[src/sv/rbw_pkg.sv]
`default_nettype none

package rbw_pkg;

  // Field and register widths
  localparam int TIME_W      = 32;
  localparam int CMD_W       = 2;
  localparam int WINDOW_W    = 27;
  localparam int MAXEXP_W    = 5;
  localparam int COUNT_OUT_W = 6;
  localparam int CFG_IDX_W   = 1;
  localparam int CFG_DATA_W  = WINDOW_W;

  // Defaults and constants
  localparam int HISTORY_DEPTH_DEF = 32;
  localparam logic [WINDOW_W-1:0] WINDOW_RST = WINDOW_W'(60000);
  localparam logic [MAXEXP_W-1:0] MAXEXP_RST = MAXEXP_W'(5);
  localparam int BACKOFF_UNIT    = 1000;
  // Largest exponent whose backoff still fits in a 32-bit age
  localparam int BACKOFF_MAX_EXP = 22;
  localparam int COUNT_SAT       = 63;

  typedef enum logic [CMD_W-1:0] {
    CMD_CHECK  = 2'd0,
    CMD_RECORD = 2'd1,
    CMD_CLEAR  = 2'd2,
    CMD_NOP    = 2'd3
  } cmd_code_t;

  typedef enum logic [CFG_IDX_W-1:0] {
    REG_WINDOW = 1'b0,
    REG_MAXEXP = 1'b1
  } cfg_reg_t;

  typedef enum logic [1:0] {
    ALW_ZERO = 2'd0,
    ALW_ONE  = 2'd1,
    ALW_CMP  = 2'd2
  } alw_sel_t;

  typedef enum logic [2:0] {
    ST_IDLE,
    ST_PRUNE_RD,
    ST_PRUNE_CHK,
    ST_DECIDE,
    ST_NEWEST_CHK,
    ST_RESULT
  } state_t;

  typedef struct packed {
    logic     capture;
    logic     rd_head;
    logic     rd_newest;
    logic     pop;
    logic     record;
    logic     clear;
    logic     alw_load;
    alw_sel_t alw_sel;
    logic     load_out;
  } ctrl_cmd_t;

  typedef struct packed {
    cmd_code_t code;
    logic      count_zero;
    logic      stale;
  } ctrl_sts_t;

endpackage

`default_nettype wire

[src/sv/rbw_dp.sv]
`default_nettype none

module rbw_dp #(
  parameter int HISTORY_DEPTH = rbw_pkg::HISTORY_DEPTH_DEF
) (
  input  wire                                clk,
  input  wire                                rst_n,
  input  wire  [rbw_pkg::CMD_W-1:0]          in_command,
  input  wire  [rbw_pkg::TIME_W-1:0]         in_now_ms,
  input  wire                                cfg_we,
  input  wire  [rbw_pkg::CFG_IDX_W-1:0]      cfg_index,
  input  wire  [rbw_pkg::CFG_DATA_W-1:0]     cfg_wdata,
  input  rbw_pkg::ctrl_cmd_t                 cmd,
  output rbw_pkg::ctrl_sts_t                 sts,
  output logic                               out_allowed,
  output logic [rbw_pkg::COUNT_OUT_W-1:0]    out_stored_count
);
  import rbw_pkg::*;

  localparam int IDX_W = $clog2(HISTORY_DEPTH);
  localparam int CNT_W = $clog2(HISTORY_DEPTH + 1);
  localparam int SUM_W = CNT_W + 1;
  localparam int SAT_W = (CNT_W > COUNT_OUT_W) ? CNT_W : COUNT_OUT_W;
  localparam int CMPW  = (CNT_W > MAXEXP_W) ? CNT_W : MAXEXP_W;

  localparam logic [SUM_W-1:0] DEPTH_S = SUM_W'(HISTORY_DEPTH);
  localparam logic [CNT_W-1:0] DEPTH_C = CNT_W'(HISTORY_DEPTH);
  localparam logic [IDX_W-1:0] LAST_IX = IDX_W'(HISTORY_DEPTH - 1);

  logic [TIME_W-1:0]   mem [HISTORY_DEPTH];
  logic [TIME_W-1:0]   rd_data_r;
  logic [IDX_W-1:0]    head_r, head_nxt;
  logic [CNT_W-1:0]    count_r, count_nxt;
  logic [WINDOW_W-1:0] window_r;
  logic [MAXEXP_W-1:0] maxexp_r;
  cmd_code_t           code_r;
  logic [TIME_W-1:0]   now_r;
  logic                alw_r;
  logic                out_allowed_r;
  logic [COUNT_OUT_W-1:0] out_count_r;

  logic [IDX_W-1:0]    head_inc;
  logic [SUM_W-1:0]    newest_sum, tail_sum;
  logic [IDX_W-1:0]    newest_ix, tail_ix, rd_addr, wr_addr;
  logic                full;
  logic [TIME_W-1:0]   age;
  logic [MAXEXP_W-1:0] exp_n;
  logic [TIME_W:0]     backoff;
  logic                alw_cmp;
  logic [SAT_W-1:0]    count_ext;
  logic [COUNT_OUT_W-1:0] count_sat;

  // Configuration registers
  always_ff @(posedge clk) begin
    if (!rst_n) begin
      window_r <= WINDOW_RST;
      maxexp_r <= MAXEXP_RST;
    end else if (cfg_we) begin
      case (cfg_reg_t'(cfg_index))
        REG_WINDOW: window_r <= cfg_wdata;
        REG_MAXEXP: maxexp_r <= cfg_wdata[MAXEXP_W-1:0];
        default: ;
      endcase
    end
  end

  // Hold the request while it is worked on
  always_ff @(posedge clk) begin
    if (cmd.capture) begin
      code_r <= cmd_code_t'(in_command);
      now_r  <= in_now_ms;
    end
  end

  // Ring addresses
  always_comb begin
    head_inc   = (head_r == LAST_IX) ? '0 : head_r + IDX_W'(1);
    newest_sum = SUM_W'(head_r) + SUM_W'(count_r) - SUM_W'(1);
    if (newest_sum >= DEPTH_S) newest_sum = newest_sum - DEPTH_S;
    tail_sum   = SUM_W'(head_r) + SUM_W'(count_r);
    if (tail_sum >= DEPTH_S) tail_sum = tail_sum - DEPTH_S;
    newest_ix  = newest_sum[IDX_W-1:0];
    tail_ix    = tail_sum[IDX_W-1:0];
    full       = (count_r == DEPTH_C);
    rd_addr    = cmd.rd_newest ? newest_ix : head_r;
    wr_addr    = full ? head_r : tail_ix;
  end

  // Timestamp memory
  always_ff @(posedge clk) begin
    if (cmd.record) mem[wr_addr] <= now_r;
    if (cmd.rd_head || cmd.rd_newest) rd_data_r <= mem[rd_addr];
  end

  // Head pointer and fill count
  always_comb begin
    head_nxt  = head_r;
    count_nxt = count_r;
    if (cmd.clear) begin
      head_nxt  = '0;
      count_nxt = '0;
    end else if (cmd.pop) begin
      head_nxt  = head_inc;
      count_nxt = count_r - CNT_W'(1);
    end else if (cmd.record) begin
      if (full) head_nxt = head_inc;
      else      count_nxt = count_r + CNT_W'(1);
    end
  end

  always_ff @(posedge clk) begin
    if (!rst_n) begin
      head_r  <= '0;
      count_r <= '0;
    end else begin
      head_r  <= head_nxt;
      count_r <= count_nxt;
    end
  end

  // Age of the entry just read, and the backoff test on it
  always_comb begin
    age = now_r - rd_data_r;
    if (CMPW'(count_r) > CMPW'(maxexp_r)) exp_n = maxexp_r;
    else                                  exp_n = MAXEXP_W'(count_r);
    backoff = (TIME_W + 1)'(BACKOFF_UNIT) << exp_n;
    alw_cmp = (exp_n <= MAXEXP_W'(BACKOFF_MAX_EXP)) && ({1'b0, age} >= backoff);
  end

  assign sts.code       = code_r;
  assign sts.count_zero = (count_r == '0);
  assign sts.stale      = (age > TIME_W'(window_r));

  // Allowed flag for the pending result
  always_ff @(posedge clk) begin
    if (cmd.alw_load) begin
      case (cmd.alw_sel)
        ALW_ONE: alw_r <= 1'b1;
        ALW_CMP: alw_r <= alw_cmp;
        default: alw_r <= 1'b0;
      endcase
    end
  end

  // Result register, count saturated to the field
  always_comb begin
    count_ext = SAT_W'(count_r);
    count_sat = (count_ext > SAT_W'(COUNT_SAT)) ? COUNT_OUT_W'(COUNT_SAT)
                                                : count_ext[COUNT_OUT_W-1:0];
  end

  always_ff @(posedge clk) begin
    if (cmd.load_out) begin
      out_allowed_r <= alw_r;
      out_count_r   <= count_sat;
    end
  end

  assign out_allowed      = out_allowed_r;
  assign out_stored_count = out_count_r;

  a_count_bound: assert property (@(posedge clk) disable iff (!rst_n)
    count_r <= DEPTH_C) else $error("fill count beyond depth");

  a_head_bound: assert property (@(posedge clk) disable iff (!rst_n)
    head_r <= LAST_IX) else $error("head pointer beyond depth");

  a_clear_empties: assert property (@(posedge clk) disable iff (!rst_n)
    cmd.clear |=> count_r == '0) else $error("clear left entries");

endmodule

`default_nettype wire

[src/sv/rbw_ctrl.sv]
`default_nettype none

module rbw_ctrl (
  input  wire                 clk,
  input  wire                 rst_n,
  input  wire                 in_valid,
  output logic                in_ready,
  output logic                out_valid,
  input  wire                 out_ready,
  input  rbw_pkg::ctrl_sts_t  sts,
  output rbw_pkg::ctrl_cmd_t  cmd
);
  import rbw_pkg::*;

  state_t state_r, state_nxt;
  logic   out_valid_r, out_valid_nxt;

  always_ff @(posedge clk) begin
    if (!rst_n) begin
      state_r     <= ST_IDLE;
      out_valid_r <= 1'b0;
    end else begin
      state_r     <= state_nxt;
      out_valid_r <= out_valid_nxt;
    end
  end

  // Sequence one request: prune, decide, present result
  always_comb begin
    state_nxt = state_r;
    cmd       = '0;
    in_ready  = 1'b0;
    unique case (state_r)
      ST_IDLE: begin
        in_ready = 1'b1;
        if (in_valid) begin
          cmd.capture = 1'b1;
          state_nxt   = ST_PRUNE_RD;
        end
      end
      ST_PRUNE_RD: begin
        if (sts.code == CMD_CLEAR || sts.code == CMD_NOP || sts.count_zero) begin
          state_nxt = ST_DECIDE;
        end else begin
          cmd.rd_head = 1'b1;
          state_nxt   = ST_PRUNE_CHK;
        end
      end
      ST_PRUNE_CHK: begin
        if (sts.stale) begin
          cmd.pop   = 1'b1;
          state_nxt = ST_PRUNE_RD;
        end else begin
          state_nxt = ST_DECIDE;
        end
      end
      ST_DECIDE: begin
        cmd.alw_load = 1'b1;
        cmd.alw_sel  = ALW_ZERO;
        state_nxt    = ST_RESULT;
        unique case (sts.code)
          CMD_CHECK: begin
            if (sts.count_zero) begin
              cmd.alw_sel = ALW_ONE;
            end else begin
              cmd.alw_load  = 1'b0;
              cmd.rd_newest = 1'b1;
              state_nxt     = ST_NEWEST_CHK;
            end
          end
          CMD_RECORD: cmd.record = 1'b1;
          CMD_CLEAR:  cmd.clear  = 1'b1;
          default: ;
        endcase
      end
      ST_NEWEST_CHK: begin
        cmd.alw_load = 1'b1;
        cmd.alw_sel  = ALW_CMP;
        state_nxt    = ST_RESULT;
      end
      ST_RESULT: begin
        if (!out_valid_r || out_ready) begin
          cmd.load_out = 1'b1;
          state_nxt    = ST_IDLE;
        end
      end
      default: state_nxt = ST_IDLE;
    endcase
  end

  // Result valid: set on load, drop once taken
  always_comb begin
    out_valid_nxt = out_valid_r;
    if (cmd.load_out)              out_valid_nxt = 1'b1;
    else if (out_valid_r && out_ready) out_valid_nxt = 1'b0;
  end

  assign out_valid = out_valid_r;

  a_accept_starts: assert property (@(posedge clk) disable iff (!rst_n)
    (in_valid && in_ready) |=> state_r == ST_PRUNE_RD)
    else $error("accepted request did not start pruning");

  a_result_from_result_state: assert property (@(posedge clk) disable iff (!rst_n)
    $rose(out_valid_r) |-> $past(state_r == ST_RESULT))
    else $error("result raised outside result state");

  a_result_held: assert property (@(posedge clk) disable iff (!rst_n)
    (out_valid_r && !out_ready) |=> out_valid_r)
    else $error("result dropped before it was taken");

endmodule

`default_nettype wire

[src/sv/retry_backoff_window.sv]
// Channel | Handshake                | Payload
// in      | in_valid / in_ready      | in_command, in_now_ms
// out     | out_valid / out_ready    | out_allowed, out_stored_count
// cfg     | cfg_we (no wait)         | cfg_index, cfg_wdata
//
// One request at a time. A clear, the unused code or a request that finds the
// history empty passes through accept, prune read, decide and result. Each pruned
// entry adds a read and a compare, a surviving oldest entry adds its compare, and
// a check with entries left adds the read of the newest entry.
// Reset (synchronous, rst_n low) empties the history and restores the
// configuration defaults; memory contents are not cleared.
// A finished result waits in the output register; a new request is taken
// meanwhile, and only its own result waits on out_ready.
`default_nettype none

module retry_backoff_window #(
  parameter int HISTORY_DEPTH = rbw_pkg::HISTORY_DEPTH_DEF
) (
  input  wire                              clk,
  input  wire                              rst_n,
  input  wire                              in_valid,
  output logic                             in_ready,
  input  wire  [rbw_pkg::CMD_W-1:0]        in_command,
  input  wire  [rbw_pkg::TIME_W-1:0]       in_now_ms,
  output logic                             out_valid,
  input  wire                              out_ready,
  output logic                             out_allowed,
  output logic [rbw_pkg::COUNT_OUT_W-1:0]  out_stored_count,
  input  wire                              cfg_we,
  input  wire  [rbw_pkg::CFG_IDX_W-1:0]    cfg_index,
  input  wire  [rbw_pkg::CFG_DATA_W-1:0]   cfg_wdata
);
  import rbw_pkg::*;

  ctrl_cmd_t cmd;
  ctrl_sts_t sts;

  // Sequencer
  rbw_ctrl u_ctrl (
    .clk       (clk),
    .rst_n     (rst_n),
    .in_valid  (in_valid),
    .in_ready  (in_ready),
    .out_valid (out_valid),
    .out_ready (out_ready),
    .sts       (sts),
    .cmd       (cmd)
  );

  // History, configuration and result datapath
  rbw_dp #(
    .HISTORY_DEPTH (HISTORY_DEPTH)
  ) u_dp (
    .clk              (clk),
    .rst_n            (rst_n),
    .in_command       (in_command),
    .in_now_ms        (in_now_ms),
    .cfg_we           (cfg_we),
    .cfg_index        (cfg_index),
    .cfg_wdata        (cfg_wdata),
    .cmd              (cmd),
    .sts              (sts),
    .out_allowed      (out_allowed),
    .out_stored_count (out_stored_count)
  );

endmodule

`default_nettype wire
[config.mk]
export PLATFORM = sky130hd
export DESIGN_NAME = retry_backoff_window
export DESIGN_NICKNAME = d
export VERILOG_FILES = /design/src/sv/rbw_pkg.sv /design/src/sv/rbw_dp.sv /design/src/sv/rbw_ctrl.sv /design/src/sv/retry_backoff_window.sv
export SDC_FILE = /design/constraint.sdc
export NUM_CORES = 2
export LEC_CHECK = 0
export BUFFER_PORTS_ARGS = -buffer_cell sky130_fd_sc_hd__buf_2
export CAP_MARGIN = 5
export CORE_UTILIZATION = 57
export DETAILED_ROUTE_END_ITERATION = 10
export PLACE_DENSITY = 0.76
export SKIP_CTS_REPAIR_TIMING = 1
export SYNTH_ARGS = -nofsm -noshare
export SYNTH_HDL_FRONTEND = slang
export SYNTH_SLANG_ARGS = --single-unit
[constraint.sdc]
create_clock -name clk -period 6.65 [get_ports clk]
set_clock_uncertainty 0.2 [all_clocks]
set_input_delay 0.9975 -clock clk [delete_from_list [all_inputs] [get_ports clk]]
set_output_delay 0.9975 -clock clk [all_outputs]
set_load 0.01 [all_outputs]
==> impl_metrics.tcl <==
set metrics [dict create \
    status "finished clean" \
    htreeDepth 3 \
    synth_area_leaders "edfxtp_1 69%, mux4_2 12%, mux2i_1 4.2%" \
    netlist_instances 2555 \
    ios 76 \
    cp_data_required_time_ns 7.03 \
    cpLargestDelayFamily "simple AND/OR/NAND/NOR gates" \
    drive_gt1_share_pct 24.8 \
    cp_slowest_stage_delay_ns 0.54 \
    synth_area_um2 47800 \
    yosysMostFrequentCell "edfxtp_1" \
    startpoint "u_dp.now_r[19]" \
    yosys.area.top_type "edfxtp_1" \
    multi_input_area_um2 13400 \
    leakage_nw 19.5 \
    peakVddDrop_v 0.000265 \
    synth_edf_count 1098 \
    rows 105 \
    fill_cells 5425 \
    synth-seq-cells 1145 \
    place.gp.congestion 0.946 \
    tns_ns 0 \
    cp_common_cell "ha_1" \
    power_w 0.0152 \
    synth.top_cells.by_count "1098 x edfxtp_1, 256 x mux4_2, 202 x mux2i_1" \
    synth_ff_type "edfxtp_1" \
    r2r_start "u_dp.now_r[19]" \
    port_buffers 75 \
    drtIter0Drc 2913 \
    worstRegToRegCells 28 \
    crit_path_top_delay_cell "edfxtp_1" \
    fmax_mhz 159 \
    grt_max_degree 65 \
    finalMaxSlewViolations 0 \
    ys.warnings.count 0 \
    start_util_pct 57.9 \
    cts_root_buffer "clkbuf_16" \
    avgRoutedWirePerCell_um 30.3 \
    drtAntennaViolNets 0 \
    synthArstFlopShare_pct 0 \
    drv_cap 0 \
    routed_via_density 6.52 \
    ff_latch_area_um2 33900 \
    place_hpwl_mm 70.2 \
    grt_remaining_overflow 0 \
    cts_max_path_buffers 3 \
    clk_latency_ns 0.69 \
    synth_area_per_cell_um2 18.7 \
    clk_pin_slew_ns 0.06 \
    finalHoldViolations 0 \
    grt_pass1_vias 25500 \
    crit_path_max_fanout 7 \
    cts_sinks 1145 \
    hold_depth 0 \
    critPathLaunchType "flop" \
    die-area_um2 85000 \
    hp-class "flop to flop" \
    yosysTopAreaCellShare_pct 69.0 \
    area_delta_synth_final_pct 12.8 \
    timing.slew.headroom_pct 9.66 \
    core_um2 82500 \
    grt_pass1_wl_mm 173 \
    vias 25500 \
    setup_viol 0 \
    cp.depth 28 \
    p_per_area_nw_per_um2 282 \
    arrival_ns 6.66 \
    grt_usage_pct 28.3 \
    cts_made_buffers 111 \
    synth_nets 2730 \
    path_buf_inv 2 \
    drc_errors 0 \
    ys_seq_area_share_pct 71.0 \
    critical_path_class "flop to flop" \
    antenna_found_initial 9 \
    layout.nets 2932 \
    dr.pass1.iters 6 \
    cts_tree "yes" \
    yosysUniqueCellTypes 67 \
    die_x_um 292 \
    worst_pin_slew_ns 1.35 \
    hp-start "u_dp.alw_r" \
    fin_crit_sh_pct 94.5 \
    end_kind "flop" \
    min_period_ns 6.28 \
    die_h_um 292 \
    wl_mm 119 \
    fin_ws_ns 0.367 \
    post-place-ws_ns 0.0741 \
]
[power by group]
group,total (W),switching [W],internal [W],leakage (nW)
logic,0.00116,0.000681,0.000480,7.60
clock network,0.00600,0.00265,0.00334,1.66
registers,0.00802,0.0000365,0.00798,10.3
total,0.0152,0.00337,0.0118,19.5
[state kept, by name, summed over array words and instances (netlist names), 2 cells and up]
register	cells
u_dp.rd_data_r	32
u_dp.now_r	32
u_dp.code_r	2
u_dp.maxexp_r	5
u_dp.head_r	5
u_dp.mem	1024
u_dp.count_ext	6
u_dp.out_stored_count	6
u_dp.window_r	27
u_ctrl.state_r	3
[path summary, 6_finish.rpt]
check                                    endpoint  slack (ns)
worst max-delay path            u_dp.count_ext[5]        0.37
worst min-delay path             u_dp.out_allowed        0.24
worst max register to register  u_dp.count_ext[5]        0.37
worst min register to register   u_dp.out_allowed        0.24
[placed cells by master (no fill, tap or decap), types with 11 or more instances in the layout]
master / Yosys / layout
edfxtp_1: 1098 / 1098
mux4_2: 256 / 256
mux2i_1: 202 / 202
nand2_1: 132 / 132
buf_4: 7 / 121
clkbuf_16: 0 / 111
ha_1: 105 / 105
inv_1: 82 / 82
buf_2: 61 / 75
a21oi_1: 61 / 55
dfxtp_1: 47 / 47
o21ai_0: 44 / 44
nor2_1: 73 / 38
mux2_2: 33 / 33
nor2_4: 0 / 33
clkbuf_1: 45 / 29
nand3_1: 28 / 28
xnor2_1: 29 / 28
a21o_1: 27 / 27
a21boi_0: 28 / 27
clkinv_1: 0 / 27
nand4_1: 21 / 21
clkinv_2: 0 / 15
o21a_1: 14 / 14
nand2b_1: 12 / 12
o211ai_1: 12 / 12
buf_12: 0 / 11
[layer usage]
metal  track usage [%]  vias to the layer above  share of wire, %
li1                  -                    10700                 -
met1              39.9                    13300                40
met2              45.6                     1310                49
met3              4.72                      229               8.2
met4              8.81                        4               2.9
met5                 0                        -             0.023
[cells by family after synthesis]
family                   synth area share [%]
XOR/XNOR                                0.715
AO/OA/AOI/OAI                            3.35
flip-flops                               71.0
adder cells (fa/ha/maj)                  2.90
buffers and inverters                    1.80
AND/OR/NAND/NOR                          3.21
multiplexers                             17.1
[cell type report]
cell class | instances | area share (%)
clock buffer | 140 | 5.36
antenna | 3 | 0.0139
clock inverter | 60 | 1.03
timing repair buffer | 207 | 2.79
tap | 1070 | 2.48
multi-input combinational | 1210 | 24.8
sequential | 1145 | 62.9
inverter | 82 | 0.571
[metrics by stage]
step | cell area (um2) | util (%) | cells | hold slack [ns]
CTS | 53800 | 65.2 | 3913 | 0.233
global placement | 50400 | 61.1 | 3713 | 0.214
global route | 53900 | 65.3 | 3917 | 0.255
detailed placement | 50400 | 61.1 | 3713 | 0.212
finish | 53900 | 65.3 | 3917 | 0.237
floorplan | 47800 | - | 2555 | 0.200
(Power assumes the default switching activity.)
